===== config.mk =====
export PLATFORM = sky130hd
export DESIGN_NAME = pit_cross_stage
export DESIGN_NICKNAME = d
export VERILOG_FILES = /design/src/design/pit_pkg.sv /design/src/design/pit_cross_stage.sv
export SDC_FILE = /design/constraint.sdc
export NUM_CORES = 1
export LEC_CHECK = 0
export BUFFER_PORTS_ARGS = -buffer_cell sky130_fd_sc_hd__buf_2
export CORE_UTILIZATION = 52
export CTS_BUF_LIST = sky130_fd_sc_hd__clkbuf_2 sky130_fd_sc_hd__clkbuf_4 sky130_fd_sc_hd__clkbuf_8
export CTS_CLUSTER_SIZE = 30
export DETAILED_ROUTE_END_ITERATION = 7
export GPL_ROUTABILITY_DRIVEN = 0
export HOLD_SLACK_MARGIN = 0.05
export PLACE_DENSITY = 0.93
export SYNTH_ARGS = -nofsm -noshare
export SYNTH_HDL_FRONTEND = slang
export SYNTH_SLANG_ARGS = --single-unit

===== constraint.sdc =====
create_clock -name aclk -period 5.3 [get_ports aclk]
set_clock_uncertainty 0.2 [all_clocks]
set_input_delay 1.06 -clock aclk [delete_from_list [all_inputs] [get_ports aclk]]
set_output_delay 1.06 -clock aclk [all_outputs]
set_load 0.01 [all_outputs]

===== src/design/pit_pkg.sv =====
// ----------------------------------------------------------------------------
// pit_pkg: shared types and constants for the point-in-triangle test
// Holds the coordinate and intermediate widths, the configuration register
// indexes and the words passed between the pipeline stages.
// ----------------------------------------------------------------------------
package pit_pkg;

    localparam int COORD_W = 16;
    localparam int DIFF_W  = COORD_W + 1;
    localparam int PROD_W  = 2 * DIFF_W;
    localparam int CROSS_W = PROD_W + 1;
    localparam int SUM_W   = CROSS_W + 1;
    localparam int IDX_W   = 3;

    typedef enum logic [IDX_W-1:0] {
        REG_VERTEX_A_X = 3'd0,
        REG_VERTEX_A_Y = 3'd1,
        REG_VERTEX_B_X = 3'd2,
        REG_VERTEX_B_Y = 3'd3,
        REG_VERTEX_C_X = 3'd4,
        REG_VERTEX_C_Y = 3'd5
    } reg_index_t;

    typedef struct packed {
        logic signed [COORD_W-1:0] ax;
        logic signed [COORD_W-1:0] ay;
        logic signed [COORD_W-1:0] bx;
        logic signed [COORD_W-1:0] by;
        logic signed [COORD_W-1:0] cx;
        logic signed [COORD_W-1:0] cy;
    } vertex_t;

    typedef struct packed {
        logic signed [DIFF_W-1:0] e0x;
        logic signed [DIFF_W-1:0] e0y;
        logic signed [DIFF_W-1:0] e1x;
        logic signed [DIFF_W-1:0] e1y;
        logic signed [DIFF_W-1:0] wx;
        logic signed [DIFF_W-1:0] wy;
    } diff_t;

    typedef struct packed {
        logic signed [PROD_W-1:0] e0x_e1y;
        logic signed [PROD_W-1:0] e0y_e1x;
        logic signed [PROD_W-1:0] wx_e1y;
        logic signed [PROD_W-1:0] wy_e1x;
        logic signed [PROD_W-1:0] e0x_wy;
        logic signed [PROD_W-1:0] e0y_wx;
    } prod_t;

    typedef struct packed {
        logic signed [CROSS_W-1:0] den;
        logic signed [CROSS_W-1:0] nu;
        logic signed [CROSS_W-1:0] nv;
    } cross_t;

endpackage


===== src/design/pit_cross_stage.sv =====
// ----------------------------------------------------------------------------
// pit_cross_stage: cross products
// Subtracts the product pairs to give the denominator and both numerators.
// ----------------------------------------------------------------------------
module pit_cross_stage
    import pit_pkg::*;
(
    input  logic   aclk,
    input  logic   aresetn,
    input  logic   in_valid,
    output logic   in_ready,
    input  prod_t  in_data,
    output logic   out_valid,
    input  logic   out_ready,
    output cross_t out_data
);

    logic   valid_reg;
    cross_t data_reg;
    cross_t data_next;

    assign in_ready  = !valid_reg || out_ready;
    assign out_valid = valid_reg;
    assign out_data  = data_reg;

    always_comb begin
        data_next.den = CROSS_W'(in_data.e0x_e1y) - CROSS_W'(in_data.e0y_e1x);
        data_next.nu  = CROSS_W'(in_data.wx_e1y) - CROSS_W'(in_data.wy_e1x);
        data_next.nv  = CROSS_W'(in_data.e0x_wy) - CROSS_W'(in_data.e0y_wx);
    end

    always_ff @(posedge aclk) begin
        if (!aresetn) begin
            valid_reg <= 1'b0;
        end else if (in_ready) begin
            valid_reg <= in_valid;
        end
        if (in_ready && in_valid) begin
            data_reg <= data_next;
        end
    end

endmodule


---- Word-level counts from Yosys, hierarchy flattened ----
Index checks and enable logic that the tools add are counted.
storage, ports and cells
  register bits after elaboration ......... 106
  bits in latches ......................... 0
  RAM bits ................................ 0
  memory bits (read-only) ................. 0
  input port bits ......................... 208
  output and inout bits ................... 107
  logic and storage cells ................. 10
  memories kept ........................... 0
cells by class
  add/sub/neg operators ................... 3
  multipliers ............................. 0
  divide/modulo/power cells ............... 0
  order comparisons ....................... 0
  equality and inequality tests ........... 0
  shift-type cells ........................ 0
  muxes and demuxes ....................... 0
  bitwise gates (word level) .............. 0
  reduce and logical (&&, ||, !) cells .... 3
operators with widths
  operator                                        count
  34-bit by 34-bit subtractor with 35-bit output  3
  1-bit logical AND                               1
  1-bit zero test                                 1
  1-bit logical OR                                1

---- Longest topological paths before layout ----
Gate-level depths: netlist of run 1.
  depth in word-level cells ............... 3
  depth in mapped cells ................... 13
  gate-level depth less buffers ........... 13

---- Worst setup path before layout of run 1 ----
OpenSTA, ideal clock, no wires.
  path kind ............................... input to register
  from .................................... in out_ready
  to ...................................... reg data_reg, in the netlist out_data[0], enable pin
  library setup time ...................... 476 ps
  data arrival time ....................... 3697 ps
  required time ........................... 4624 ps
  slack ................................... 927 ps
  cell stages on the path ................. 2
  buffers on the path ..................... 0
  cells stage by stage .................... nand2b_1 > and2_1
between the ends
  word-level cells in the longest chain between the ends .. 2
ends and longest elaborated chain
  item                  line                   text
  start, declared       pit_cross_stage.sv:14  input logic out_ready,
  1-bit logical OR      pit_cross_stage.sv:22  assign in_ready = !valid_reg || out_ready;
  1-bit logical AND     pit_cross_stage.sv:38  if (in_ready && in_valid) begin
  end signal, assigned  pit_cross_stage.sv:39  data_reg <= data_next;
  end, declared         pit_cross_stage.sv:19  cross_t data_reg;
No other way between the ends.
A chain may end at the register's enable or synchronous reset.

==> results.yml, run 1 <==
logic_synthesis:
  ys.flop_type: "edfxtp_1"
  synthAdderAreaFrac: 0.154
  yosys-top-cells-count: "inv_1, edfxtp_1, ha_1"
  yosys_warnings: 0
  synth_area_leader_cell: "edfxtp_1"
  ys_async_sr_fraction: 0
  synth_xor_area_frac: 0.0927
  syn_nets: 1238
  synth_top_cells_by_area: "edfxtp_1, ha_1, inv_1, xnor2_1, a21oi_1"
  ys_seq_area_frac: 0.365
  synthSimpleGateAreaFrac: 0.102
  synth_top_family_by_area: "compound AO/OA/AOI/OAI gates"
  synth_compound_area_frac: 0.217
  syn_area_um2: 8690
  synth.most_common_cell: "inv_1"
  synth_edf_count: 105
  syn-mean-instance-area_um2: 9.39
  ys_ff_latch: 106
  netlist-cell-type-count: 58
  synthMuxAreaShare: 0.00115
  synth_top_area_share: 0.363
  syn_inst: 925
routing:
  drt_iter0_markers: 546
  wl_met1_um: 8950
  firstDrtPassIters: 5
  remaining_drc_errors: 0
  highest_layer: "met4"
  viasPerCell: 5.63
  antenna_violating_nets_post_route: 0
  wl_met2_um: 11400
  wire_per_inst_um: 16.0
  dr_wl_met3_um: 1890
  totalWireLength_um: 23300
  vias: 8196
layout:
  syn_to_final_growth_pct: 23.5
  drive_above_1_share: 0.278
  stdcell_count: 1457
  multi_input_area_um2: 4930
  fillers: 1239
  register_area_um2: 3170
  fin_nets: 1547
  post-route-util: 0.666
critical_path:
  path_max_fanout: 4
  slowest_delay_ns: 0.44
  arrival_ns: 3.96
  end_kind: "register"
  crit_type: "input port to register"
  critPathTopFamily: "compound AO/OA/AOI/OAI gates"
  cp_cell_sequence: "buf_2, inv_1, ha_1, inv_1, fa_1, a21oi_1, nor3_1, o32ai_2, o221ai_1, a21oi_1, o41a_1, o21ai_1, a221oi_1, xnor2_1"
  path_buf_inv: 3
  cp-start-kind: "input port"
  critPathSlowestCell: "o32ai_2"
  required_ns: 5.23
pwr:
  p_leak_nw: 5.35
  clkPwrFrac: 0.230
  internal_power_w: 0.00182
  share_comb_of_total_power: 0.359
  vdd.ir_drop.worst_uv: 168
  sw_frac_of_total: 0.324
  seqPwrFrac: 0.411
  p_per_area_nw_per_um2: 251
  switchingPower_w: 0.000874
clock_tree:
  post_cts_buffers: 0
  cts_made_buffers: 9
  hold_buffers: 0
  path_clk_slew_ns: 0.11
  cts-root-buf: "clkbuf_8"
  cts_resized: 0
  cts.htree.levels: 3
  cts_buffer_depth: 2
  cts_tree: "built"
  clock_sinks: 106
  clkLatencyLatePin_ns: 0.37
sta:
  worstMarginPinSlew_ns: 0.937
  post-route-period-util: 0.761
  clock.fmax_mhz: 248
  setup_viol: 0
  drv_slew: 0
  whs_ns: 0.344
  finalSetupTns_ns: 0
  maxSlewHeadroom: 0.375
  min_period_ns: 4.03
  final_hold_viol_count: 0
  rsz0062_at_grt: "false"
min_path:
  min_path_type: "register to register"
run_status:
  status: "completed"
placed_design:
  portBuffers: 314
  hpwlAfterDp_um: 19000
  dp.cells: 1439
grt:
  grt.total_usage: 0.267
  grt_overflow: 0
  antenna_found_initial: 2
  grt_pass1_wl_um: 37200
  grt_pass1_vias: 7800
  grt_max_degree: 66
job:
  drv_cap: 0
floorplanning:
  die_area_um2: 17200
  die_w_um: 131
  die_h_um: 131
  core_area_um2: 16100
  ios: 315
  rows: 46
  start_util: 0.539
kinds of logic after synthesis:
| group | Yosys count |
|---|---|
| xor gates and xnor gates | 92 |
| DFF | 106 |
| and+or+nand+nor | 182 |
| buffers and inverters | 157 |
| AOI/OAI and AO/OA | 282 |
| muxes | 1 |
| adders and majority gates | 105 |
area by class of cell:
cell class,instances,area share
inverter,139,0.0486
sequential,106,0.296
antenna,2,0.000466
clock inverter,6,0.0106
tap,216,0.0252
clock buffer,10,0.0122
multi-input combinational,662,0.459
timing repair buffer,316,0.148
layer usage:
metal	GRT usage	vias up
li1	-	3936
met1	0.313	3721
met2	0.470	467
met3	0.0417	72
met4	0.138	0
met5	0	-
cells in the final DEF (no fill, tap or decap), types with 8 or more instances in the layout:
master / netlist / layout
clkbuf_8: 0 / 9
o21a_1: 12 / 12
o21bai_1: 19 / 19
buf_2: 0 / 314
nand2b_1: 9 / 9
nand3_1: 17 / 17
a21oi_1: 84 / 84
nor2_1: 43 / 43
o31ai_1: 8 / 8
nor3_1: 8 / 8
nor2b_1: 12 / 12
ha_1: 102 / 102
a21o_1: 49 / 49
xnor2_1: 56 / 56
xor2_1: 36 / 36
and3_1: 8 / 8
a31oi_1: 11 / 11
edfxtp_1: 105 / 105
nand2_1: 50 / 50
inv_1: 139 / 139
a211oi_1: 12 / 12
o21ai_0: 36 / 36
nand4_1: 18 / 18
worst paths after layout:
path / from / endpoint / slack, ns / cells after the start
max reg2reg: out_valid / out_data[82] / 3.09 / 3
min: out_valid / out_valid / 0.34 / 2
min reg2reg: out_valid / out_valid / 0.34 / 2
max: in_data[102] / out_data[67] / 1.27 / 14
power groups by stage:
stage	Clock, W	Sequential, W	Combinational, W
floorplan	0	0.00119	0.000567
global placement	0	0.00112	0.000924
detailed placement	0	0.00113	0.000955
CTS	0.000630	0.00111	0.000959
global route	0.000656	0.00112	0.00106
finish	0.000620	0.00111	0.000968
through the flow:
stage,total power [W],setup WS (ns),area (um2)
CTS,0.00270,1.31,10700
floorplan,0.00176,0.927,8690
global placement,0.00205,0.953,10500
detailed placement,0.00208,0.885,10500
global route,0.00283,1.12,10700
finish,0.00270,1.27,10700
sequential cells by signal, summed over array words and instances (netlist names):
register and cells:
out_data 105, out_valid 1
worst register-to-register path, stage by stage (launching register included):
cell and delay, ns:
dfxtp_1 0.33, nand2b_1 0.10, and2_4 0.77, buf_4 0.48
(Power assumes the default switching activity.)
==> inputs of run 2 (changes only) <==
--- a/config.mk
+++ b/config.mk
@@ -5,14 +5,15 @@
 export SDC_FILE = /design/constraint.sdc
 export NUM_CORES = 1
 export LEC_CHECK = 0
+export ABC_AREA = 1
 export BUFFER_PORTS_ARGS = -buffer_cell sky130_fd_sc_hd__buf_2
-export CORE_UTILIZATION = 52
+export CORE_UTILIZATION = 49
 export CTS_BUF_LIST = sky130_fd_sc_hd__clkbuf_2 sky130_fd_sc_hd__clkbuf_4 sky130_fd_sc_hd__clkbuf_8
 export CTS_CLUSTER_SIZE = 30
 export DETAILED_ROUTE_END_ITERATION = 7
 export GPL_ROUTABILITY_DRIVEN = 0
 export HOLD_SLACK_MARGIN = 0.05
-export PLACE_DENSITY = 0.93
+export PLACE_DENSITY = 0.89
 export SYNTH_ARGS = -nofsm -noshare
 export SYNTH_HDL_FRONTEND = slang
 export SYNTH_SLANG_ARGS = --single-unit
==> constraint.sdc (replaced) <==
create_clock -name aclk -period 3.6 [get_ports aclk]
set_clock_uncertainty 0.2 [all_clocks]
set_input_delay 0.72 -clock aclk [delete_from_list [all_inputs] [get_ports aclk]]
set_output_delay 0.72 -clock aclk [all_outputs]
set_load 0.01 [all_outputs]
==> run 2 against run 1 <==
Against the previous run:
- worst hold slack gained 0.0070 ns
- total power grew 51%
- sequential power grew 46%
- non-clock buffer count decreased by 1
- critical path depth increased by 1
- core utilization down 6.0 points
- critical path type unchanged
==> results.yml, run 2 <==
layout:
  layout_common_cells: "nand2_1, inv_1, buf_2"
  antenna_cells: 0
  fillers: 1926
  drive_above_1_share: 0.184
  fin_nets: 2291
  layout_commonest_cell: "nand2_1"
  design_area_um2: 12900
  syn_to_final_growth_pct: 20.1
  largest_reg_flops: 105
floorplanning:
  rows: 53
  ios: 315
  die_area_um2: 22500
  core_area_um2: 21200
  start_util: 0.505
  die_w_um: 150
  die_h_um: 150
routing:
  drt_iter0_markers: 898
  firstDrtPassIters: 5
  viasPerCell: 5.19
  remaining_drc_errors: 0
  totalWireLength_um: 31400
  antenna_violating_nets_post_route: 0
  wire_per_inst_um: 13.9
  vias: 11700
logic_synthesis:
  yosys_warnings: 0
  yosys-top-cells-count: "nand2_1, inv_1, nor2_1"
  synth_compound_area_frac: 0.0883
  synthMuxAreaShare: 0
  ys.flop_type: "edfxtp_1"
  synthSimpleGateAreaFrac: 0.321
  synth_xor_area_frac: 0.0417
  synth_top_area_share: 0.294
  syn_area_um2: 10700
  syn_nets: 1965
  synth.most_common_cell: "nand2_1"
  synth_top_cells_by_area: "edfxtp_1, nand2_1, inv_1, ha_1, nor2_1"
  syn_inst: 1652
  ys_seq_area_frac: 0.296
  syn-mean-instance-area_um2: 6.48
  synthAdderAreaFrac: 0.125
  ys_ff_latch: 106
  synth_area_leader_cell: "edfxtp_1"
  netlist-cell-type-count: 24
  ys_async_sr_fraction: 0
  synth_top_family_by_area: "simple AND/OR/NAND/NOR gates"
  synth_edf_count: 105
clock_tree:
  clkLatencyLatePin_ns: 0.38
  path_clk_slew_ns: 0.11
  cts_made_buffers: 9
  cts_tree: "built"
  cts-root-buf: "clkbuf_8"
  cts.htree.levels: 3
  cts_buffer_depth: 2
  clock_sinks: 106
  post_cts_buffers: 0
  hold_buffers: 0
  cts_resized: 0
critical_path:
  rrSetupSlack_ns: 1.97
  crit_type: "input port to register"
  cp_cell_sequence: "buf_2, inv_1, ha_1, inv_1, fa_1, nand3_1, nand3_2, nand2_1, nand2_1, nand3_1, nand2_1, nand2_1, nand2_1, nand2_1, nand2_1"
  crit_start: "in_data[170]"
  r2r-start: "out_valid"
  arrival_ns: 2.46
  rr_endpoint: "out_data[34]"
  path_buf_inv: 3
  cp-start-kind: "input port"
  end_kind: "register"
  path_max_fanout: 4
  slowest_delay_ns: 0.45
  crit_end: "out_data[100]"
  cp.depth: 15
  critPathSlowestCell: "fa_1"
  cp_common_cell: "nand2_1"
  required_ns: 3.55
  critPathTopFamily: "simple AND/OR/NAND/NOR gates"
  reg2reg_depth: 2
sta:
  post-route-period-util: 0.699
  drv_slew: 0
  setup_viol: 0
  worstMarginPinSlew_ns: 0.614
  finalSetupTns_ns: 0
  min_period_ns: 2.52
  whs_ns: 0.351
  final_hold_viol_count: 0
  maxSlewHeadroom: 0.591
  rsz0062_at_grt: "false"
  clock.fmax_mhz: 398
  fin_ws_ns: 1.08
placed_design:
  post_dp_cell_area_um2: 12700
  preCtsSetupSlack_ns: 0.714
  hpwlAfterDp_um: 26300
  portBuffers: 314
run_status:
  status: "completed"
grt:
  antenna_found_initial: 0
  grt_overflow: 0
  grt_pass1_vias: 11000
  grt_pass1_wl_um: 49800
  grt_max_degree: 106
  grt.total_usage: 0.278
pwr:
  p_leak_nw: 7.48
  vdd.ir_drop.worst_uv: 168
  finalPower_w: 0.00407
  p_per_area_nw_per_um2: 317
job:
  drv_cap: 0
min_path:
  min_path_type: "register to register"
run 2: how the worst min path moves through the flow:
stage                    from        end  slack (ns)  depth (start not counted)
floorplan           out_valid  out_valid        0.43                          2
global placement    out_valid  out_valid        0.32                          2
detailed placement  out_valid  out_valid        0.34                          2
CTS                   aresetn  out_valid        0.35                          2
global route          aresetn  out_valid        0.36                          2
finish              out_valid  out_valid        0.35                          2
run 2: through the flow:
| step | utilization | cells |
|---|---|---|
| finish | 0.606 | 2258 |
| global route | 0.606 | 2258 |
| CTS | 0.606 | 2258 |
| detailed placement | 0.596 | 2242 |
| global placement | 0.596 | 2242 |
| floorplan | - | 1652 |
run 2: tightest hold or removal path, cell delays in order, from the launching register on:
cell	delay (ns)
dfxtp_1	0.36
nand2_1	0.08
a21boi_0	0.07
run 2: area by class of cell:
cell class,instances,area [um2],area share
Timing Repair Buffer,315,1590,0.124
Multi-Input combinational cell,1180,6170,0.480
Clock inverter,7,83.8,0.00652
Clock buffer,9,124,0.00963
Sequential cell,106,3170,0.247
Tap cell,275,344,0.0267
Inverter,366,1370,0.107
run 2: cells by family after synthesis:
kind of cell    after synthesis
compound gates              179
xor+xnor                     51
fa+ha+maj                   105
buf+inv                     366
flops                       106
simple gates                845
run 2: routing by layer:
layer  part of all wire  GRT usage  vias up  wire [um]
met2               0.48      0.488      642      15200
met5                  0          0        -          0
met1               0.39      0.336     5171      12400
met3              0.086     0.0375       87       2720
li1                   -          -     5808          -
met4              0.037      0.130        0       1150
run 2: where the power goes:
| group | leakage [nW] | switching, W | internal (W) |
|---|---|---|---|
| sequential | 1.03 | 0.0000471 | 0.00158 |
| combinational | 6.35 | 0.00106 | 0.000602 |
| clock | 0.103 | 0.000504 | 0.000279 |
| total | 7.48 | 0.00162 | 0.00246 |
