## src/design/pit_pkg.sv

```systemverilog
// ----------------------------------------------------------------------------
// pit_pkg: shared types and constants for the point-in-triangle test
// Holds the coordinate and intermediate widths, the configuration register
// indexes and the words passed between the pipeline stages.
// ----------------------------------------------------------------------------
package pit_pkg;

    localparam int COORD_W = 16;
    localparam int DIFF_W  = COORD_W + 1;
    localparam int PROD_W  = 2 * DIFF_W;
    localparam int CROSS_W = PROD_W + 1;
    localparam int SUM_W   = CROSS_W + 1;
    localparam int IDX_W   = 3;

    typedef enum logic [IDX_W-1:0] {
        REG_VERTEX_A_X = 3'd0,
        REG_VERTEX_A_Y = 3'd1,
        REG_VERTEX_B_X = 3'd2,
        REG_VERTEX_B_Y = 3'd3,
        REG_VERTEX_C_X = 3'd4,
        REG_VERTEX_C_Y = 3'd5
    } reg_index_t;

    typedef struct packed {
        logic signed [COORD_W-1:0] ax;
        logic signed [COORD_W-1:0] ay;
        logic signed [COORD_W-1:0] bx;
        logic signed [COORD_W-1:0] by;
        logic signed [COORD_W-1:0] cx;
        logic signed [COORD_W-1:0] cy;
    } vertex_t;

    typedef struct packed {
        logic signed [DIFF_W-1:0] e0x;
        logic signed [DIFF_W-1:0] e0y;
        logic signed [DIFF_W-1:0] e1x;
        logic signed [DIFF_W-1:0] e1y;
        logic signed [DIFF_W-1:0] wx;
        logic signed [DIFF_W-1:0] wy;
    } diff_t;

    typedef struct packed {
        logic signed [PROD_W-1:0] e0x_e1y;
        logic signed [PROD_W-1:0] e0y_e1x;
        logic signed [PROD_W-1:0] wx_e1y;
        logic signed [PROD_W-1:0] wy_e1x;
        logic signed [PROD_W-1:0] e0x_wy;
        logic signed [PROD_W-1:0] e0y_wx;
    } prod_t;

    typedef struct packed {
        logic signed [CROSS_W-1:0] den;
        logic signed [CROSS_W-1:0] nu;
        logic signed [CROSS_W-1:0] nv;
    } cross_t;

endpackage

```

## src/design/pit_diff_stage.sv

```systemverilog
// ----------------------------------------------------------------------------
// pit_diff_stage: edge and point difference vectors
// Forms the edge vectors C - A and B - A and the point offset from vertex A, registered.
// ----------------------------------------------------------------------------
module pit_diff_stage
    import pit_pkg::*;
(
    input  logic                      aclk,
    input  logic                      aresetn,
    input  vertex_t                   vertex,
    input  logic                      in_valid,
    output logic                      in_ready,
    input  logic signed [COORD_W-1:0] point_x,
    input  logic signed [COORD_W-1:0] point_y,
    output logic                      out_valid,
    input  logic                      out_ready,
    output diff_t                     out_data
);

    logic  valid_reg;
    diff_t data_reg;
    diff_t data_next;

    assign in_ready  = !valid_reg || out_ready;
    assign out_valid = valid_reg;
    assign out_data  = data_reg;

    always_comb begin
        data_next.e0x = DIFF_W'(vertex.cx) - DIFF_W'(vertex.ax);
        data_next.e0y = DIFF_W'(vertex.cy) - DIFF_W'(vertex.ay);
        data_next.e1x = DIFF_W'(vertex.bx) - DIFF_W'(vertex.ax);
        data_next.e1y = DIFF_W'(vertex.by) - DIFF_W'(vertex.ay);
        data_next.wx  = DIFF_W'(point_x) - DIFF_W'(vertex.ax);
        data_next.wy  = DIFF_W'(point_y) - DIFF_W'(vertex.ay);
    end

    always_ff @(posedge aclk) begin
        if (!aresetn) begin
            valid_reg <= 1'b0;
        end else if (in_ready) begin
            valid_reg <= in_valid;
        end
        if (in_ready && in_valid) begin
            data_reg <= data_next;
        end
    end

endmodule

```

## config.mk

```make
export PLATFORM = sky130hd
export DESIGN_NAME = pit_diff_stage
export DESIGN_NICKNAME = d
export VERILOG_FILES = /design/src/design/pit_pkg.sv /design/src/design/pit_diff_stage.sv
export SDC_FILE = /design/constraint.sdc
export NUM_CORES = 1
export LEC_CHECK = 0
export BUFFER_PORTS_ARGS = -buffer_cell sky130_fd_sc_hd__buf_2
export CORE_MARGIN = 2
export CORE_UTILIZATION = 53
export DETAILED_ROUTE_END_ITERATION = 12
export PLACE_DENSITY = 0.81
export RECOVER_POWER = 100
export SLEW_MARGIN = 20
export SYNTH_ARGS = -nofsm -noshare
export SYNTH_HDL_FRONTEND = slang
export SYNTH_SLANG_ARGS = --single-unit
export TNS_END_PERCENT = 50
```

## constraint.sdc

```tcl
create_clock -name aclk -period 4.44 [get_ports aclk]
set_input_delay 0.222 -clock aclk [delete_from_list [all_inputs] [get_ports aclk]]
set_output_delay 0.222 -clock aclk [all_outputs]
set_load 0.1 [all_outputs]
```

Yosys cells after proc, flatten, opt, wreduce, memory -nomap -nowiden. Index checks and enable logic that the tools add are counted.

Memories: 0. Bits in latches: 0. Bits in read-only memories: 0. RAM bits: 0. Bits in registers: 103. Word-level logic and storage cells: 16. Output and inout bits: 104.

$add $sub $neg: 6. Magnitude comparators: 0. Multiply operators: 0. Shifts and indexed selects: 0. Multiplexer cells: 0. Bitwise gates (word level): 0. Divide/modulo/power cells: 0. Reduce and logical (&&, ||, !) cells: 3. Equal/unequal tests: 0.

Operator list (number): $sub A16 B16 Y17 (6); $logic_and A1 B1 Y1 (1); $logic_not A1 Y1 (1); $logic_or A1 B1 Y1 (1).

Longest topological paths before layout. Gate-level depths: netlist of run 1.

Depth in word-level cells: 3. Gate-level depth with buffers: 9.

Worst setup path before layout of run 1. No wires, ideal clock.

Path type: reg2reg. From: reg valid_reg (netlist: out_valid). To: reg data_reg, in the netlist out_data[0], enable pin. Slack: -0.064 ns. Setup time: 0.472 ns. Required time: 3.968 ns. Path buffers: 0. Arrival time: 4.032 ns. Period minus slack after synthesis: 4.504 ns. Stages on the path, launching flop included: 3. Cell sequence: dfxtp_1 > nand2b_1 > and2_1.

Longest elaborated chain between the ends: 3.

Ends and longest elaborated chain: start: declaration (line pit_diff_stage.sv:20) `logic valid_reg;`; start signal: assignment (line pit_diff_stage.sv:41) `valid_reg <= in_valid;`; $logic_not A1 Y1 (line pit_diff_stage.sv:24) `assign in_ready = !valid_reg || out_ready;`; $logic_or A1 B1 Y1 (line pit_diff_stage.sv:24); net in_ready (line pit_diff_stage.sv:12) `output logic in_ready,`; $logic_and A1 B1 Y1 (line pit_diff_stage.sv:43) `if (in_ready && in_valid) begin`; end signal: assignment (line pit_diff_stage.sv:44) `data_reg <= data_next;`; end: declaration (line pit_diff_stage.sv:21) `diff_t data_reg;`.

The timed path passes the listed nets, and every way through them passes these cells. A chain may end at the register's enable or synchronous reset.

==> summary.txt, run 1 <==
Synth Warn # = 0
Clk sinks = 103
Comb pwr share = 44.9%
Worst path required time = 4550 ps
Library cells used by synthesis = 74
Switching Fraction = 45.4%
EDFF count, synth = 102
Rows = 44
Max Cap Violations = 1
Post-Place Setup Slack = 1930 ps
RSZ-0062 raised after global routing = no
Setup_tns = 0 ps
Critical path origin = vertex[65]
Cell area after synthesis = 7800 um^2
Number of port buffers = 235
Final Hold Viols = 0
Sequential fraction of the synthesis area = 39.5%
Number of buffers created by CTS = 9
CTS tree = yes
Final setup vio count = 0
FFs w/ async S/R, synth = 0%
Average cell area after synthesis = 10.3 um^2
Vias = 6639
Root buf cell = clkbuf_16
Pleak = 0.00398 uW
Final core occ = 63.9%
DRC viols = 0
Gr usage total = 23.9%
Htree depth = 3
Die H = 125 um
RePlAce Congestion = 0.870
Slowest-stage cell, CP = o41ai_1
Routed wire length = 19100 um
Fin worst setup slack = 1760 ps
Boundary pin count = 236
CP delay by family, top = compound AO/OA/AOI/OAI gates
Largest net degree at the start of global routing = 75
Power Internal = 2100 uW
Worst-margin pin slew = 1730 ps
First-pass GRT wire length = 30100 um
Vias in the first global route = 6052
Critical Path End Type = flip-flop
Min Tclk post-route = 2680 ps
Gate Count Post-Synth = 757
Fraction of layout cells with a size suffix above 1 = 15.9%
Crit path max fanout = 4
CTS max path bufs = 2
Slew headroom = -15.0%
First drt pass iteration count = 7
VDD IR-drop max = 0.000302 V
Reg clk slew, reported paths = 70 ps
Count of pins over their slew limit = 75
CP max stage delay = 810 ps
Number of cells upsized or downsized after cts = 0
Synth Net Count = 991
P&R area growth vs syn = 18.6%
Worst r2r path cells = 3
Max Fclk = 0.374 GHz
Clock Latency Late Sink = 360 ps
PD cells = 416 nW/um^2
Reg2reg start = out_valid
Initial antenna violation count = 3
Worst hold path class = in2reg
Fin nets = 1234
Tcrit/Tclk final = 60.3%
Top FF cell, synth = edfxtp_1
Setup CP Type = in2reg
Clock power frac = 21.7%
P_sw = 1750 uW
Crit-path cells = clkbuf_1, inv_1, ha_1, nor2b_1, o31a_1, o41ai_1, o21ai_0, a21boi_2, xnor2_1
Hpwl dp = 15100 um
Die X = 125 um
Violated checks = capacitance limit, slew limit
Worst Path Arrival = 2790 ps
Reg2Reg Setup Slack = 1800 ps
Count of buffer and inverter cells on the critical path = 2
Yosys reg bits = 103
Wirelength per Cell = 16.0 um
DRT iter0 DRCs = 403
Initial Util = 53.9%
Post-CTS Hold Fix Bufs = 0
Worst hold slack = 132 ps
Via-to-Cell Ratio = 5.57
Worst R2R End = out_data[95]
Crit. path cell count = 9
DIE AREA = 15700 um^2
Worst setup path endpoint = out_data[11]
Status = finished, violations left
Antenna-violating nets left = 0
Sequential share of power = 33.4%
Clock skew = 8.98 ps
Worst setup SP type = input port
Core ar. = 14500 um^2
Post-CTS setup buffers = 0
Congestion Overflow GR = 0
-- stage by stage --
stage	instance area, um^2	power, uW	std cells
3_3_place_gp	9190	3060	1173
5_1_grt	9250	4020	1192
6_report	9250	3850	1192
4_1_cts	9500	3910	1189
2_1_floorplan	7800	2770	757
3_5_place_dp	9190	3080	1173
-- sequential cells by signal, indices dropped and copies added, names as in the netlist --
register   count
out_data     102
out_valid      1
-- power groups by stage --
stage	clock [uW]	combinational, uW	sequential [uW]
after detailed placement	0	1780	1300
after global routing	887	1840	1300
after CTS	845	1790	1280
final	834	1730	1290
after global placement	0	1760	1300
after floorplan	0	611	2160
-- kinds of logic (layout without fill, tap and decap cells) --
logic type      Yosys count  in the layout  share of synthesized area [%]
other cells               0              3                              0
fa+ha+maj               102            102                           16.9
xor+xnor                 70             70                           7.86
flops                   103            103                           39.5
compound gates          223            223                           20.9
mux                       1              1                          0.144
simple gates            181            181                           10.8
buf+inv                  77            325                           3.82
-- placed cells by master, fill, tap and decap left out, types with 13 or more instances in the layout --
cell type and n:
o21ai_0 41, a21oi_1 51, nand2_1 41, xor2_1 19, nor2_1 69, xnor2_1 51
inv_1 73, ha_1 96, edfxtp_1 102, nand2b_1 16, o21a_1 20, a21o_1 16
clkbuf_1 109, buf_2 127, a211oi_1 13
-- synthesized netlist by cell type, types with 11 or more instances --
cell / number / share of area (%)
xor2_1: 19 / 2.1
ha_1: 96 / 15
a21oi_1: 50 / 3.2
nand2b_1: 16 / 1.3
o21a_1: 20 / 1.9
inv_1: 73 / 3.5
a211oi_1: 11 / 1.1
nor3_1: 11 / 0.71
xnor2_1: 51 / 5.7
edfxtp_1: 102 / 39
nor2_1: 69 / 3.3
nand2_1: 41 / 2.0
o21ai_1: 16 / 1.0
o21ai_0: 29 / 1.9
a21o_1: 16 / 1.5
-- final cells by class --
class,instances,area [um^2]
Inverter,73,274
Antenna cell,3,7.51
Fill cell,1299,5230
Sequential cell,103,3080
Clock inverter,4,53.8
Clock buffer,12,256
Timing Repair Buffer,236,1050
Tap cell,184,230
Multi-Input combinational cell,577,4290
-- worst reg2reg max path: stages (launching register included) --
cell	delay, ps
dfxtp_1	310
nand2b_1	90
and2_2	1310
buf_4	570
-- worst min-delay path by stage --
stage          cells past startpoint   endpoint      from
3_3_place_gp                       3  out_valid  in_valid
5_1_grt                            2  out_valid   aresetn
3_5_place_dp                       3  out_valid  in_valid
6_report                           3  out_valid  in_valid
4_1_cts                            3  out_valid  in_valid
2_1_floorplan                      2  out_valid  in_valid
-- layer usage --
layer	part of all wire, %	track usage, %
met1	46	34.0
met3	6.0	3.94
met5	0	0
met2	45	36.7
met4	2.9	9.41
No activity file was read; power rests on OpenSTA's default activity.
==> inputs of run 2 (changes only) <==
==> constraint.sdc (replaced) <==
create_clock -name aclk -period 2.6 [get_ports aclk]
set_input_delay 0.13 -clock aclk [delete_from_list [all_inputs] [get_ports aclk]]
set_output_delay 0.13 -clock aclk [all_outputs]
set_load 0.1 [all_outputs]
==> run 2 against run 1 <==
Against the previous run:
- the run now ends clean
- register-to-register slack got worse by 1300 ps
- clock power rose by 68%
- worst setup slack got worse by 1400 ps
- non-clock buffer count rose by 2
- via count fell by 1.7%
- design area rose by 0.58%
- critical path type unchanged
- critical endpoint is now out_data[14]
- largest cell class unchanged
==> summary.txt, run 2 (synthesis gave the netlist of run 1 again) <==
Status = finished, final reports clean (was finished, violations left)
P&R area growth vs syn = 19.3% (was 18.6%)
Post-CTS setup buffers = 0 (unchanged)
Clk sinks = 103 (unchanged)
RSZ-0062 raised after global routing = no (unchanged)
Routed wire length = 19300 um (was 19100 um)
Hpwl dp = 15300 um (was 15100 um)
Number of port buffers = 235 (unchanged)
Worst hold path depth = 2 (was 3)
Htree depth = 3 (unchanged)
Max Cap Violations = 0 (was 1)
Rows = 44 (unchanged)
Worst r2r path cells = 3 (unchanged)
Number of buffers created by CTS = 9 (unchanged)
Congestion Overflow GR = 0 (unchanged)
Clock Latency Late Sink = 360 ps (about the same)
Post-CTS Hold Fix Bufs = 0 (unchanged)
CTS tree = yes (unchanged)
Reg clk slew, reported paths = 80 ps (was 70 ps)
DRC viols = 0 (unchanged)
Vias = 6527 (was 6639)
VDD IR-drop max = 0.000479 V (was 0.000302 V)
Worst hold path class = in2reg (unchanged)
First-pass GRT wire length = 29600 um (was 30100 um)
Boundary pin count = 236 (unchanged)
Die H = 125 um (unchanged)
Die X = 125 um (unchanged)
Largest net degree at the start of global routing = 39 (was 75)
Antenna-violating nets left = 0 (unchanged)
Worst path required time = 2710 ps (was 4550 ps)
Final core occ = 64.2% (was 63.9%)
Post-Layout Cell Count = 1193 (was 1192)
Setup_tns = 0 ps (unchanged)
Pleak = 0.00400 uW (was 0.00398 uW)
DRT iter0 DRCs = 414 (was 403)
Initial antenna violation count = 2 (was 3)
Count of pins over their slew limit = 0 (was 75)
Worst Path Arrival = 2370 ps (was 2790 ps)
Slew headroom = 17.1% (was -15.0%)
DIE AREA = 15700 um^2 (unchanged)
Initial Util = 53.9% (unchanged)
Crit path max fanout = 3 (was 4)
Number of cells upsized or downsized after cts = 0 (unchanged)
Worst setup SP type = input port (unchanged)
Max Fclk = 0.443 GHz
Tcrit/Tclk final = 86.8%
Via-to-Cell Ratio = 5.47 (was 5.57)
Worst-margin pin slew = 1250 ps (was 1730 ps)
Placed Cells = 1175 (was 1173)
Most common cell after layout, fill and taps aside = buf_2 (unchanged)
Setup CP Type = in2reg (unchanged)
Fin nets = 1236 (was 1234)
Commonest non-fill, non-tap cells in the layout = 127 x buf_2, 110 x clkbuf_1, 102 x edfxtp_1 (was 127 x buf_2, 109 x clkbuf_1, 102 x edfxtp_1)
RePlAce Congestion = 0.883 (was 0.870)
Final setup vio count = 0 (unchanged)
Gr usage total = 23.6% (was 23.9%)
Min Tclk post-route = 2260 ps
Vias in the first global route = 6050 (was 6052)
First drt pass iteration count = 5 (was 7)
Clock skew = 9.97 ps (was 8.98 ps)
Critical Path End Type = flip-flop (unchanged)
Fraction of layout cells with a size suffix above 1 = 16.6% (was 15.9%)
Wirelength per Cell = 16.2 um (was 16.0 um)
Largest register FFs = 102 (unchanged)
Core ar. = 14500 um^2 (unchanged)
PD cells = 706 nW/um^2 (was 416 nW/um^2)
Final Hold Viols = 0 (unchanged)
CTS max path bufs = 2 (unchanged)
Root buf cell = clkbuf_16 (unchanged)
-- run 2: worst max-delay path, cell delays in order --
cell and delay [ps]:
clkbuf_1 110, ha_1 240, fa_1 400, nand2b_1 200, a2111oi_0 690, nor2_1 200
a31oi_2 290, o31ai_1 100
-- run 2: worst paths after layout --
check | slack (ps) | startpoint | to
setup / recovery | 340 | vertex[64] | out_data[14]
hold / removal | 30 | aresetn | out_valid
setup reg to reg | 540 | out_valid | out_data[79]
hold reg to reg | 540 | out_valid | out_valid
-- run 2: routing by layer --
layer	routed length (um)	share of wire (%)	track usage (%)
met5	0	0	0
met4	452	2.3	9.08
met3	1090	5.7	4.41
met2	8590	45	36.3
met1	9140	47	33.3
-- run 2: where the power goes --
part | internal (uW) | total, uW | switching (uW)
Sequential | 2130 | 2190 | 62.6
Combinational | 668 | 2970 | 2310
Clock | 774 | 1400 | 629
Total | 3570 | 6570 | 3000
-- run 2: stage by stage --
stage               cell area, um^2  power, uW  hold slack (ps)  setup slack [ps]
floorplan                      7800       4720              269              61.7
global placement               9230       5240              393               251
detailed placement             9230       5270              398               191
CTS                            9540       6680             26.2               514
global route                   9300       6850             30.4               211
finish                         9300       6570             33.6               342
-- run 2: area by class of cell --
type / count / area, um^2
Fill cell: 1274 / 5180
Clock buffer: 11 / 243
Antenna cell: 2 / 5.00
Sequential cell: 103 / 3080
Multi-Input combinational cell: 577 / 4350
Tap cell: 184 / 230
Timing Repair Buffer: 238 / 1050
Inverter: 73 / 274
Clock inverter: 5 / 58.8
==> inputs of run 3 (changes only) <==
--- a/config.mk
+++ b/config.mk
@@ -7,9 +7,9 @@
 export LEC_CHECK = 0
 export BUFFER_PORTS_ARGS = -buffer_cell sky130_fd_sc_hd__buf_2
 export CORE_MARGIN = 2
-export CORE_UTILIZATION = 53
+export CORE_UTILIZATION = 30
 export DETAILED_ROUTE_END_ITERATION = 12
-export PLACE_DENSITY = 0.81
+export PLACE_DENSITY = 0.5
 export RECOVER_POWER = 100
 export SLEW_MARGIN = 20
 export SYNTH_ARGS = -nofsm -noshare
==> run 3 against run 2 <==
Against the previous run:
- power up 0.52%
- design area up 1.8%
- combinational power about the same
- clock-buffer cell count unchanged
- register-to-register slack worse by 140 ps
- clock skew down 2.0 ps
- first-iteration DRC count down 11%
==> summary.txt, run 3 (synthesis gave the netlist of run 1 again) <==
Worst r2r path cells = 3 (unchanged)
CTS tree = yes (unchanged)
Hpwl dp = 17900 um (was 15300 um)
Clock skew = 7.93 ps (was 9.97 ps)
Vias = 6543 (was 6527)
PD cells = 697 nW/um^2 (was 706 nW/um^2)
DRT iter0 DRCs = 368 (was 414)
Number of cells upsized or downsized after cts = 0 (unchanged)
DRC viols = 0 (unchanged)
CTS max path bufs = 2 (unchanged)
Area of the multi-input gates = 4330 um^2 (was 4350 um^2)
Post-CTS setup buffers = 0 (unchanged)
Crit path max fanout = 4 (was 3)
First drt pass iteration count = 4 (was 5)
Crit-path cells = clkbuf_1, ha_1, fa_1, nand2b_1, a21oi_1, o211ai_1, a21boi_0, nor4_1, a311o_1 (was clkbuf_1, ha_1, fa_1, nand2b_1, a2111oi_0, nor2_1, a31oi_2, o31ai_1)
Worst hold path depth = 2 (unchanged)
Largest register FFs = 102 (unchanged)
Worst-margin pin slew = 1280 ps (was 1250 ps)
Clk sinks = 103 (unchanged)
CP max stage delay = 420 ps (was 690 ps)
Worst setup SP type = input port (unchanged)
Min Tclk post-route = 2270 ps (was 2260 ps)
Number of port buffers = 235 (unchanged)
Commonest non-fill, non-tap cells in the layout = 127 x buf_2, 112 x clkbuf_1, 102 x edfxtp_1 (was 127 x buf_2, 110 x clkbuf_1, 102 x edfxtp_1)
RSZ-0062 raised after global routing = no (unchanged)
Htree depth = 3 (unchanged)
Routed wire length = 22100 um (was 19300 um)
Number of buffers created by CTS = 9 (unchanged)
Initial antenna violation count = 3 (was 2)
Fin nets = 1237 (was 1236)
Reg clk slew, reported paths = 70 ps (was 80 ps)
Max Cap Violations = 0 (unchanged)
Critical path origin = vertex[64] (unchanged)
Tcrit/Tclk final = 87.4% (was 86.8%)
Die H = 165 um (was 125 um)
DIE AREA = 27300 um^2 (was 15700 um^2)
Count of pins over their slew limit = 0 (unchanged)
Slowest-stage cell, CP = fa_1 (was a2111oi_0)
Post-CTS Hold Fix Bufs = 0 (unchanged)
Setup_tns = 0 ps (unchanged)
Core ar. = 25800 um^2 (was 14500 um^2)
First-pass GRT wire length = 33900 um (was 29600 um)
Max Fclk = 0.440 GHz (was 0.443 GHz)
Boundary pin count = 236 (unchanged)
Fin worst setup slack = 328 ps (was 342 ps)
Vias in the first global route = 6341 (was 6050)
Min-delay src = aresetn (unchanged)
Fill cell count = 2693 (was 1274)
Congestion Overflow GR = 0 (unchanged)
Worst Path Arrival = 2370 ps (about the same)
Clock Latency Late Sink = 350 ps (was 360 ps)
Wirelength per Cell = 16.4 um (was 16.2 um)
Root buf cell = clkbuf_16 (unchanged)
Most common cell after layout, fill and taps aside = buf_2 (unchanged)
Die X = 165 um (was 125 um)
P&R area growth vs syn = 21.4% (was 19.3%)
Largest net degree at the start of global routing = 36 (was 39)
Post-Place Setup Slack = 145 ps (was 191 ps)
Initial Util = 30.3% (was 53.9%)
Reg2reg start = out_valid (unchanged)
RePlAce Congestion = 0.817 (was 0.883)
Pleak = 0.00399 uW (was 0.00400 uW)
Setup CP Type = in2reg (unchanged)
Final Hold Viols = 0 (unchanged)
Fraction of layout cells with a size suffix above 1 = 16.3% (was 16.6%)
Worst path required time = 2690 ps (was 2710 ps)
Antenna-violating nets left = 0 (unchanged)
Register area = 3080 um^2 (unchanged)
Gr usage total = 16.0% (was 23.6%)
Slew headroom = 14.9% (was 17.1%)
Status = finished, final reports clean (unchanged)
Critical Path End Type = flip-flop (unchanged)
Rows = 59 (was 44)
VDD IR-drop max = 0.000321 V (was 0.000479 V)
Via-to-Cell Ratio = 4.86 (was 5.47)
Worst hold path class = in2reg (unchanged)
Final setup vio count = 0 (unchanged)
run 3: where the power goes:
group | switching, uW | leakage (uW) | total [uW] | internal, uW
Combinational | 2340 | 0.00286 | 3000 | 666
Sequential | 60.8 | 0.000995 | 2190 | 2130
Clock | 662 | 0.000134 | 1410 | 751
Total | 3060 | 0.00399 | 6600 | 3540
run 3: final cells by class:
| type | instances | share of cell area (%) |
|---|---|---|
| clock inverters | 5 | 0.608 |
| inverters | 73 | 2.89 |
| multi-input cells | 577 | 45.7 |
| diodes | 3 | 0.0793 |
| well taps | 335 | 4.43 |
| repair buffers | 239 | 11.2 |
| flip-flops and latches | 103 | 32.6 |
| clock buffers | 11 | 2.46 |
run 3: critical path: cells and delay by family:
kind                       cells  cell delay (ps)
adders and majority gates      2              640
buffers and inverters          1              110
and+or+nand+nor                2              280
AOI/OAI and AO/OA              4             1190
run 3: layer usage:
metal	GRT usage [%]	wire length, um
met5	0	13
met2	23.8	9450
met1	23.8	11200
met3	2.97	1150
met4	4.11	333
run 3: final timing paths:
check / to / slack, ps
worst max-delay path: out_data[44] / 330
worst min-delay path: out_valid / 20
worst max register to register: out_data[94] / 400
worst min register to register: out_valid / 520
run 3: metrics by stage:
stage          instance area (um^2)  hold slack (ps)  std cells  power, uW  util (%)
4_1_cts                        9720             8.35       1343       6780      37.7
5_1_grt                        9460             16.7       1345       6940      36.7
2_1_floorplan                  7800              269        757       4720         -
3_3_place_gp                   9430              393       1327       5310      36.6
6_report                       9470             24.3       1346       6600      36.7
3_5_place_dp                   9430              394       1327       5310      36.6
